$ cat src/sv/sbfi_pkg.sv
// Shared types, constants and helpers for the strip band finder.
// No dependencies; every other file imports this package.
package sbfi_pkg;

  localparam int PROFILE_LEN = 1024;
  localparam int NUM_BANDS = 12;
  localparam int ADDR_W = $clog2(PROFILE_LEN);
  localparam int CNT_W = ADDR_W + 1;
  localparam int POS_W = 14;
  localparam int BAND_W = 4;
  localparam int BIDX_W = $clog2(NUM_BANDS);
  localparam int CUR_W = $clog2(NUM_BANDS + 1);
  localparam int ACC_W = 20;
  localparam int CFG_W = 16;
  localparam int CFG_IDX_W = 3;
  // (x + 1) * 13107 >> 16 equals x / 5 for the edge sums seen here
  localparam int DIV5_MUL = 13107;

  localparam logic [CFG_IDX_W-1:0] REG_SCAN_START  = 3'd0;
  localparam logic [CFG_IDX_W-1:0] REG_DROP_MARGIN = 3'd1;
  localparam logic [CFG_IDX_W-1:0] REG_HALF_WINDOW = 3'd2;
  localparam logic [CFG_IDX_W-1:0] REG_PITCH_ODD   = 3'd3;
  localparam logic [CFG_IDX_W-1:0] REG_PITCH_EVEN  = 3'd4;
  localparam logic [CFG_IDX_W-1:0] REG_RATIO_Q16   = 3'd5;
  localparam logic [CFG_IDX_W-1:0] REG_AREA_FLOOR  = 3'd6;
  localparam logic [CFG_IDX_W-1:0] REG_RIGHT_LIMIT = 3'd7;

  typedef logic signed [POS_W-1:0] pos_t;

  typedef struct packed {
    logic [9:0]  scan_start;
    logic [7:0]  drop_margin;
    logic [5:0]  half_window;
    logic [6:0]  pitch_odd;
    logic [6:0]  pitch_even;
    logic [15:0] ratio_q16;
    logic [15:0] area_floor;
    logic [9:0]  right_limit;
  } cfg_t;

  typedef struct packed {
    logic [BAND_W-1:0] band;
    logic [9:0]        location;
    logic [15:0]       area;
    logic              last_band;
  } res_t;

  typedef enum logic [4:0] {
    ST_LOAD, ST_REF_RD, ST_REF_WT, ST_SCAN_RD, ST_SCAN_WT,
    ST_THR_A, ST_THR_B, ST_THR_C, ST_CHECK, ST_AREA_INIT,
    ST_BAND, ST_EDGE, ST_DIV, ST_BASE, ST_SUM, ST_FIN, ST_EMIT
  } state_t;

  // window shift that leads into band k
  function automatic pos_t band_pitch(input logic [CUR_W-1:0] k, input cfg_t c);
    return k[0] ? pos_t'(c.pitch_odd) : pos_t'(c.pitch_even);
  endfunction

endpackage

$ cat src/sv/sbfi_ctrl.sv
// Sequencer: load, band scan, threshold set-up, edge baseline and area sum.
// Depends on sbfi_pkg; drives the sbfi_store ports.
module sbfi_ctrl (
  input  logic           clk,
  input  logic           rst,
  input  sbfi_pkg::cfg_t cfg,
  input  logic           in_valid,
  output logic           in_stall,
  input  logic [7:0]     sample,
  input  logic           last_sample,
  output logic           wr_en,
  output logic [7:0]     wr_data,
  output logic           clr,
  output sbfi_pkg::pos_t rd_addr,
  input  logic [7:0]     rd_data,
  output logic           res_valid,
  input  logic           res_ready,
  output sbfi_pkg::res_t res
);
  import sbfi_pkg::*;

  state_t state, state_next;

  logic signed [9:0] ref_lim;
  pos_t              i, ws0, we0, ws_cur, we_cur, wsj, wej;
  pos_t              wsb, web, l, r, sj;
  logic [CUR_W-1:0]  cursor, j, b;
  logic              first;
  logic [NUM_BANDS-1:0] found;
  logic [9:0]        loc [NUM_BANDS];
  logic [7:0]        thr [NUM_BANDS];
  logic [7:0]        v, ta, lq, rq, base;
  logic [3:0]        ek, ptag;
  logic              pv;
  logic [10:0]       lsum, rsum;
  logic [ACC_W-1:0]  acc;
  logic [15:0]       res_area;

  pos_t stop, rlim, i4;
  logic hit, drop, sum_more;
  logic [25:0] lmul, rmul;
  logic [8:0]  mean_sum;
  logic [23:0] bmul;

  assign stop = pos_t'(cfg.right_limit) + pos_t'(10);
  assign rlim = pos_t'(cfg.right_limit);
  assign i4 = i + pos_t'(4);
  assign drop = $signed({2'b00, rd_data}) < ref_lim;
  assign hit = first && (v < thr[cursor[BIDX_W-1:0]]) && (i >= ws_cur);
  assign sum_more = sj <= r;
  assign lmul = 26'(({1'b0, lsum} + 12'd1) * 14'(DIV5_MUL));
  assign rmul = 26'(({1'b0, rsum} + 12'd1) * 14'(DIV5_MUL));
  assign mean_sum = {1'b0, lq} + {1'b0, rq};
  assign bmul = mean_sum[8:1] * cfg.ratio_q16;

  always_ff @(posedge clk) begin
    if (rst) begin
      state <= ST_LOAD;
    end else begin
      state <= state_next;
    end
  end

  always_comb begin
    state_next = state;
    in_stall = 1'b1;
    wr_en = 1'b0;
    wr_data = sample;
    clr = 1'b0;
    rd_addr = i;
    res_valid = 1'b0;
    res.band = BAND_W'(b);
    res.location = found[b[BIDX_W-1:0]] ? loc[b[BIDX_W-1:0]] : 10'd0;
    res.area = found[b[BIDX_W-1:0]] ? res_area : 16'd0;
    res.last_band = (b == CUR_W'(NUM_BANDS - 1));
    case (state)
      ST_LOAD: begin
        in_stall = 1'b0;
        wr_en = in_valid;
        if (in_valid && last_sample) state_next = ST_REF_RD;
      end
      ST_REF_RD: begin
        rd_addr = pos_t'(cfg.scan_start);
        state_next = ST_REF_WT;
      end
      ST_REF_WT: state_next = ST_SCAN_RD;
      ST_SCAN_RD: begin
        if (i > stop || cursor > CUR_W'(NUM_BANDS - 1)) begin
          state_next = ST_AREA_INIT;
        end else begin
          state_next = ST_SCAN_WT;
        end
      end
      ST_SCAN_WT: state_next = (!first && drop) ? ST_THR_A : ST_CHECK;
      ST_THR_A: begin
        rd_addr = wsj;
        state_next = ST_THR_B;
      end
      ST_THR_B: begin
        rd_addr = wej;
        state_next = ST_THR_C;
      end
      ST_THR_C: state_next = (j == CUR_W'(NUM_BANDS - 1)) ? ST_CHECK : ST_THR_A;
      ST_CHECK: state_next = (hit && i > rlim) ? ST_AREA_INIT : ST_SCAN_RD;
      ST_AREA_INIT: state_next = ST_BAND;
      ST_BAND: state_next = found[b[BIDX_W-1:0]] ? ST_EDGE : ST_EMIT;
      ST_EDGE: begin
        rd_addr = (ek < 4'd5) ? l + pos_t'(ek) - pos_t'(2) : r + pos_t'(ek) - pos_t'(7);
        if (ek == 4'd10 && !pv) state_next = ST_DIV;
      end
      ST_DIV: state_next = ST_BASE;
      ST_BASE: state_next = ST_SUM;
      ST_SUM: begin
        rd_addr = sj;
        if (!sum_more && !pv) state_next = ST_FIN;
      end
      ST_FIN: state_next = ST_EMIT;
      ST_EMIT: begin
        res_valid = 1'b1;
        if (res_ready) begin
          if (b == CUR_W'(NUM_BANDS - 1)) begin
            clr = 1'b1;
            state_next = ST_LOAD;
          end else begin
            state_next = ST_BAND;
          end
        end
      end
      default: state_next = ST_LOAD;
    endcase
  end

  always_ff @(posedge clk) begin
    if (rst) begin
      first <= 1'b0;
      found <= '0;
      cursor <= CUR_W'(1);
      b <= '0;
      j <= '0;
      pv <= 1'b0;
      ek <= '0;
    end else begin
      case (state)
        ST_REF_RD: begin
          i <= pos_t'(cfg.scan_start);
          cursor <= CUR_W'(1);
          first <= 1'b0;
          found <= '0;
        end
        ST_REF_WT: ref_lim <= $signed({2'b00, rd_data}) - $signed({2'b00, cfg.drop_margin});
        ST_SCAN_WT: begin
          v <= rd_data;
          if (!first && drop) begin
            loc[0] <= i4[9:0];
            found[0] <= 1'b1;
            ws0 <= i4 - pos_t'(cfg.half_window);
            we0 <= i4 + pos_t'(cfg.half_window);
            wsj <= i4 - pos_t'(cfg.half_window);
            wej <= i4 + pos_t'(cfg.half_window);
            j <= '0;
          end
        end
        ST_THR_B: ta <= rd_data;
        ST_THR_C: begin
          thr[j[BIDX_W-1:0]] <= (ta > rd_data) ? ta : rd_data;
          if (j == CUR_W'(NUM_BANDS - 1)) begin
            first <= 1'b1;
            ws_cur <= ws0 + band_pitch(CUR_W'(1), cfg);
            we_cur <= we0 + band_pitch(CUR_W'(1), cfg);
          end else begin
            j <= j + 1'b1;
            wsj <= wsj + band_pitch(j + 1'b1, cfg);
            wej <= wej + band_pitch(j + 1'b1, cfg);
          end
        end
        ST_CHECK: begin
          if (hit) begin
            if (i <= rlim) begin
              loc[cursor[BIDX_W-1:0]] <= i4[9:0];
              found[cursor[BIDX_W-1:0]] <= 1'b1;
              i <= we_cur + pos_t'(1);
              cursor <= cursor + 1'b1;
              ws_cur <= ws_cur + band_pitch(cursor + 1'b1, cfg);
              we_cur <= we_cur + band_pitch(cursor + 1'b1, cfg);
            end
          end else begin
            i <= i + pos_t'(1);
          end
        end
        ST_AREA_INIT: begin
          b <= '0;
          wsb <= ws0;
          web <= we0;
        end
        ST_BAND: begin
          l <= wsb;
          r <= (web >= rlim) ? rlim + pos_t'(5) : web;
          ek <= '0;
          pv <= 1'b0;
          lsum <= '0;
          rsum <= '0;
        end
        ST_EDGE: begin
          if (ek < 4'd10) begin
            ek <= ek + 1'b1;
            ptag <= ek;
            pv <= 1'b1;
          end else begin
            pv <= 1'b0;
          end
          if (pv) begin
            if (ptag < 4'd5) lsum <= lsum + 11'(rd_data);
            else rsum <= rsum + 11'(rd_data);
          end
        end
        ST_DIV: begin
          lq <= lmul[23:16];
          rq <= rmul[23:16];
        end
        ST_BASE: begin
          base <= bmul[23:16];
          sj <= l;
          acc <= '0;
          pv <= 1'b0;
        end
        ST_SUM: begin
          if (sum_more) sj <= sj + pos_t'(1);
          pv <= sum_more;
          if (pv && rd_data < base) acc <= acc + ACC_W'(base - rd_data);
        end
        ST_FIN: begin
          if (acc < ACC_W'(cfg.area_floor)) res_area <= 16'd0;
          else if (acc > ACC_W'(16'hFFFF)) res_area <= 16'hFFFF;
          else res_area <= acc[15:0];
        end
        ST_EMIT: begin
          if (res_ready && b != CUR_W'(NUM_BANDS - 1)) begin
            b <= b + 1'b1;
            wsb <= wsb + band_pitch(b + 1'b1, cfg);
            web <= web + band_pitch(b + 1'b1, cfg);
          end
        end
        default: ;
      endcase
    end
  end

  a_scan_pair: assert property (@(posedge clk) disable iff (rst)
    state == ST_SCAN_WT |-> $past(state) == ST_SCAN_RD)
    else $error("scan compare without a scan read");
  a_cursor: assert property (@(posedge clk) disable iff (rst)
    cursor <= CUR_W'(NUM_BANDS))
    else $error("band cursor overran");
  a_done: assert property (@(posedge clk) disable iff (rst)
    (state == ST_LOAD && $past(state) == ST_EMIT) |-> $past(b) == CUR_W'(NUM_BANDS - 1))
    else $error("profile closed before all bands were sent");
  a_edge_drain: assert property (@(posedge clk) disable iff (rst)
    state == ST_DIV |-> !pv)
    else $error("edge read still in flight");

endmodule

$ cat config.mk
export PLATFORM = sky130hd
export DESIGN_NAME = sbfi_ctrl
export DESIGN_NICKNAME = d
export VERILOG_FILES = /design/src/sv/sbfi_pkg.sv /design/src/sv/sbfi_ctrl.sv
export SDC_FILE = /design/constraint.sdc
export NUM_CORES = 2
export LEC_CHECK = 0
export BUFFER_PORTS_ARGS = -buffer_cell sky130_fd_sc_hd__buf_4
export CORE_UTILIZATION = 61
export DETAILED_ROUTE_END_ITERATION = 8
export PLACE_DENSITY = 0.79
export SETUP_SLACK_MARGIN = 0.02
export SYNTH_ARGS = -nofsm -noshare
export SYNTH_HDL_FRONTEND = slang
export SYNTH_SLANG_ARGS = --single-unit
$ cat constraint.sdc
create_clock -name clk -period 15.7 [get_ports clk]
set_input_delay 3.14 -clock clk [delete_from_list [all_inputs] [get_ports clk]]
set_output_delay 3.14 -clock clk [all_outputs]
set_load 0.03 [all_outputs]
# Word level (Yosys, flattened, before mapping)
# Memories as Yosys holds them, arrays and structs flattened. A register that Yosys moved wholly into a read port is not among the register bits.
# Index checks and enable logic that the tools add are counted.
# totals
ff_bits	315
ram_bits	216
input_bits	101
out_inout_bits	57
word_cells	277
n_memories	2
# op_classes
n_addsub	32
multipliers	3
order_cmp	19
n_eq_ne	37
mux	100
n_bitwise	2
reduce_logical	50
# memory_table
memory	words	word_bits	read_ports	rd_clocked_by_memory_dff	write_ports	line	text
loc	12	10	1	1	1	sbfi_ctrl.sv:30	logic [9:0] loc [NUM_BANDS];
thr	12	8	1	1	1	sbfi_ctrl.sv:31	logic [7:0] thr [NUM_BANDS];
# ops
op	count
14-bit two-way mux	17
14-bit one-hot mux with 2 select lines	8
5-bit one-hot mux with 17 select lines	1
14-bit by 8-bit adder with 14-bit output	5
14-bit one-hot mux with 5 select lines	1
11-bit one-hot mux with 2 select lines	3
4-bit two-way mux	16
12-bit by 14-bit multiplier with 24-bit output, second input constant	2
11-bit two-way mux	4
14-bit adder	3
14-bit by 2-bit adder with 14-bit output, second input constant	3
5-bit by 4-bit == test with 1-bit output, second input constant	8
20-bit one-hot mux with 2 select lines	1
16-bit two-way mux	2
2-bit != test, second input constant	16
4-bit one-hot mux with 2 select lines	4
14-bit by 5-bit adder with 14-bit output	2
5-bit two-way mux	5
11-bit by 1-bit adder with 12-bit output, second input constant	2
8-bit by 16-bit multiplier with 24-bit output	1
1-bit two-way mux	24
12-bit two-way mux	2
3-bit AND reduction	8
11-bit by 8-bit adder with 11-bit output	2
other kinds (55)	103

# Depth between registers and ports, before layout
# depth
depth_word	9
ltp_mapped	29
depth_no_buf	28

# Least setup slack after synthesis
# No wires, ideal clock.
# synth_path
kind	input port to flip-flop
startpoint	in cfg[34] (netlist name)
endpoint	reg base[7] (data pin)
setup_time_ns	0.260
arrival_ns	7.097
required_time_ns	15.440
path_slack_ns	8.344
path_stages	17
path_buffers	0
cell_sequence	and2_1 -> fa_1 -> fa_1 -> fa_1 -> inv_1 -> fa_1 -> inv_1 -> ha_1 -> nand4_1 -> a211oi_1 -> o211ai_1 -> a31oi_1 -> nor2_1 -> a211o_1 -> o21bai_1 -> a21oi_1 -> xnor2_1
# synth_via
elab_chain_cells	1
# synth_lines
element	line	text
start, declared	sbfi_ctrl.sv:6	input sbfi_pkg::cfg_t cfg,
8-bit by 16-bit multiplier with 24-bit output	sbfi_ctrl.sv:54	assign bmul = mean_sum[8:1] * cfg.ratio_q16;
net bmul[23]	sbfi_ctrl.sv:43	logic [23:0] bmul;
end signal, assigned	sbfi_ctrl.sv:221	base <= bmul[23:16];
end, declared	sbfi_ctrl.sv:32	logic [7:0] v, ta, lq, rq, base;
# The timed path passes the listed nets, and every way through them passes these cells.
# A chain may end at the register's enable or synchronous reset.

# Worst setup path after layout
# layout_path
startpoint	in cfg[78] (netlist name)
endpoint	out rd_addr[8]
# layout_via
elab_chain_cells	1
# layout_lines
element	line	text
14-bit one-hot mux with 5 select lines	sbfi_ctrl.sv:76	case (state)
end, declared	sbfi_ctrl.sv:14	output sbfi_pkg::pos_t rd_addr,
# Every way passes these cells.

==> run metrics <==
clk slew on worst S/H paths approximately 0.06 ns; top cell type by total area after synthesis edfxtp_1; gp weighted congestion 0.904; wl on met1 39,900 um; Worst Setup Path Type in2out; Worst setup EP type output pin; Residual DRC 0; Flop pwr share 44.9%; final setup vio count 0; #FFs+latches synth approximately 540; Fin. Hold Viols 0; post-DP HPWL 73,200 um; Psw 887 uW; TritonCTS Buffers 58; Data required, critical path between 10 and 15 ns; Cells after Synth 3,746; crit share post-route 47.0%; max_slew headroom about 16%; layout cells sized above 1 10.5%; Maximum Capacitance Violations 0; Cell variety after synth 78; Most used DFF post-synth edfxtp_1; total gr overflow 0; initial antenna violation count 0; largest net degree at the start of global routing 56; Initial Util 61.8%; achievable frequency ~0.14 GHz; CP max FO 2; Multi-input gate area 0.0222 mm^2; GRT Total Usage 29.5%; Layout Area Growth over Synthesis 10.5%; met2 routed WL between 40,000 and 50,000 um; first-pass GRT wire length about 150,000 um; Worst path most repeated cell buf_4; hold slack final around 0.46 ns; Avg Cell Area, Syn 10.6 um^2; Chip Width 258 um; CTS tree done; FP Rows 93; CTS root buffer clkbuf_16; Post-synth EDFFs 494; cts repair resizes 0; Clk network pwr share 42.1%; met3 WL 7270 um; status completed; hold_buf cts 0; initial drt markers 2,416; switch share ~25%; Antenna Nets Post-Route 0; die area 0.0663 mm^2; RSZ-0062 raised after global routing no; CTS max path bufs 3; postcts setup bufs 0; DRT Wirelength 97,700 um; vias 28,793; Crit path max-delay family compound AO/OA/AOI/OAI gates; Post-Route Utilization about 70%; Max Used Layer met4; critical path cell sequence buf_4 > a22oi_1 > nand2_1 > a21oi_1 > o221ai_1 > buf_4; Logic pwr share 13.0%; die height 258 um; # clock sinks roughly 540; pre-CTS worst setup slack a little under 8 ns; worst skew pair latency 0.66 ns; setup ws final around 8.3 ns; H-tree levels 2; power density cells 80.0 mW/mm^2; Critical Path Start Type primary input; worst-case clock skew between 0.06 and 0.07 ns; PortBufs 141; Reg area between 0.015 and 0.02 mm^2; core area 0.0645 mm^2; Arrival @ worst endpoint around 4.2 ns; drt first pass iters 8; diodes inserted 0; Vias/cell 6.02; ys async rst share 0%; CP peak stage delay 0.25 ns; most numerous cell in the Yosys netlist edfxtp_1; Slew Viols, Final 0; P_int 2.64 mW; Ports 158; synth cell count leaders edfxtp_1 (494), ha_1 (434), inv_1 (425); peak supply drop ~0.10 mV; Lkg Pwr 18.4 nW; top-area cell type share of the netlist area a little under two fifths; Buf+Inv Stages, Crit Path 2; Tmin final 7.38 ns; top post-synthesis cells by area edfxtp_1 (37%), ha_1 (14%), fa_1 (8.2%); Nets around 4,600; Ys Warns 0; net count after synthesis 4,444; Wirelength per Cell 20.4 um; vias in the first global route 28,547; # fillers approximately 4,700; Tightest Pin Transition 1.26 ns; Hold Crit Class reg2reg; Mapped Area 0.0398 mm^2; post-synthesis sequential area ratio 39.4%; Setup TNS 0 ns; Slowest cell on crit path a21oi_1
-- sequential cells by signal, summed over array words and instances (netlist names), 9 cells and up, named ones only --
name	count
found	12
web	14
acc	20
wsj	14
i	14
sj	14
ref_lim	9
l	14
res_area	16
wej	14
r	14
loc	120
we0	13
ws_cur	14
we_cur	14
wsb	14
rsum	11
lsum	11
thr	96
ws0	14
-- cells in the final DEF, fill, tap and decap left out, types with 9 or more instances in the layout --
cell / Yosys / routed
o2111ai_1: 12 / 12
nor3_1: 44 / 42
bufinv_16: 0 / 10
dfxtp_1: 43 / 42
o21ai_0: 177 / 177
o31ai_1: 9 / 9
a22oi_1: 22 / 22
o21bai_1: 22 / 22
ha_1: 434 / 434
fa_1: 163 / 163
a21o_1: 54 / 54
a21oi_1: 186 / 184
nand3_1: 85 / 85
xor2_1: 113 / 113
clkbuf_16: 0 / 58
and3_1: 27 / 27
mux2i_1: 37 / 37
nor2b_1: 52 / 51
a211oi_1: 16 / 15
a31oi_1: 11 / 11
or2_2: 9 / 9
nand2_1: 283 / 281
edfxtp_1: 494 / 494
mux4_2: 56 / 56
nand4_1: 31 / 31
a21boi_0: 17 / 17
inv_1: 425 / 425
xnor2_1: 170 / 170
clkbuf_1: 88 / 15
buf_4: 9 / 187
o211ai_1: 9 / 9
nor2_1: 281 / 276
and2_1: 131 / 131
nand2b_1: 32 / 32
or3_1: 19 / 19
mux2_2: 33 / 33
o21a_1: 25 / 25
-- metal layers --
layer / global-route usage (%) / vias up
met2: 48.9 / 1179
met5: 0 / -
met1: 39.4 / 13984
met4: 11.6 / 0
met3: 3.98 / 221
li1: - / 13409
-- final timing paths --
check                           startpoint    endpoint  slack [ns]  cells past startpoint
worst min-delay path              found[8]    found[8]        0.46                      2
worst max-delay path               cfg[78]  rd_addr[8]        8.32                      6
worst max register to register       rq[1]     base[7]        8.80                     26
worst min register to register    found[8]    found[8]        0.46                      2
-- metrics by stage --
step                      power, mW  instances  instance area [um^2]
final                          3.52       4785                 44000
after global routing           3.64       4785                 44000
after CTS                      3.53       4785                 44000
after detailed placement       2.06       4675                 41900
after global placement         2.05       4675                 41900
after floorplan                1.93       3746                 39800
-- power by group through the flow --
stage	Sequential [mW]	Clock [mW]	Combinational (mW)
after CTS	1.58	1.49	0.456
after floorplan	1.61	0	0.321
after global routing	1.58	1.54	0.512
after detailed placement	1.61	0	0.451
after global placement	1.61	0	0.437
final	1.58	1.48	0.458
-- cell families after synthesis --
group | count (synthesis) | synth area share (%)
xor+xnor | 283 | 6.22
compound gates | 628 | 9.85
buf+inv | 538 | 5.17
mux | 126 | 5.03
fa+ha+maj | 597 | 21.8
simple gates | 1037 | 12.5
flops | 537 | 39.4
-- final cells by class --
| type | count | area share, % |
|---|---|---|
| Multi-Input combinational cell | 2671 | 50.4 |
| Sequential cell | 537 | 35.7 |
| Inverter | 425 | 3.62 |
| Clock buffer | 78 | 3.58 |
| Timing Repair Buffer | 187 | 3.19 |
| Tap cell | 855 | 2.43 |
| Clock inverter | 32 | 1.14 |
-- worst register-to-register path, stage by stage (launching register included) --
cell and delay, ns:
edfxtp_1 0.42, ha_1 0.29, a31o_2 0.24, a21oi_1 0.24, o21ai_0 0.13, a21oi_1 0.27
o21bai_1 0.09, a21oi_1 0.18, xnor2_1 0.14, buf_4 0.25, and2_1 0.18, fa_1 0.46
fa_1 0.55, fa_1 0.56, inv_1 0.06, fa_1 0.52, inv_1 0.04, ha_1 0.29
nand4_1 0.11, a211oi_1 0.29, o211ai_1 0.23, a31oi_1 0.30, nor2_1 0.11, a211o_1 0.29
o21bai_1 0.22, a21oi_1 0.12, xnor2_1 0.12
Note: power is estimated with default switching activity, not from simulation.
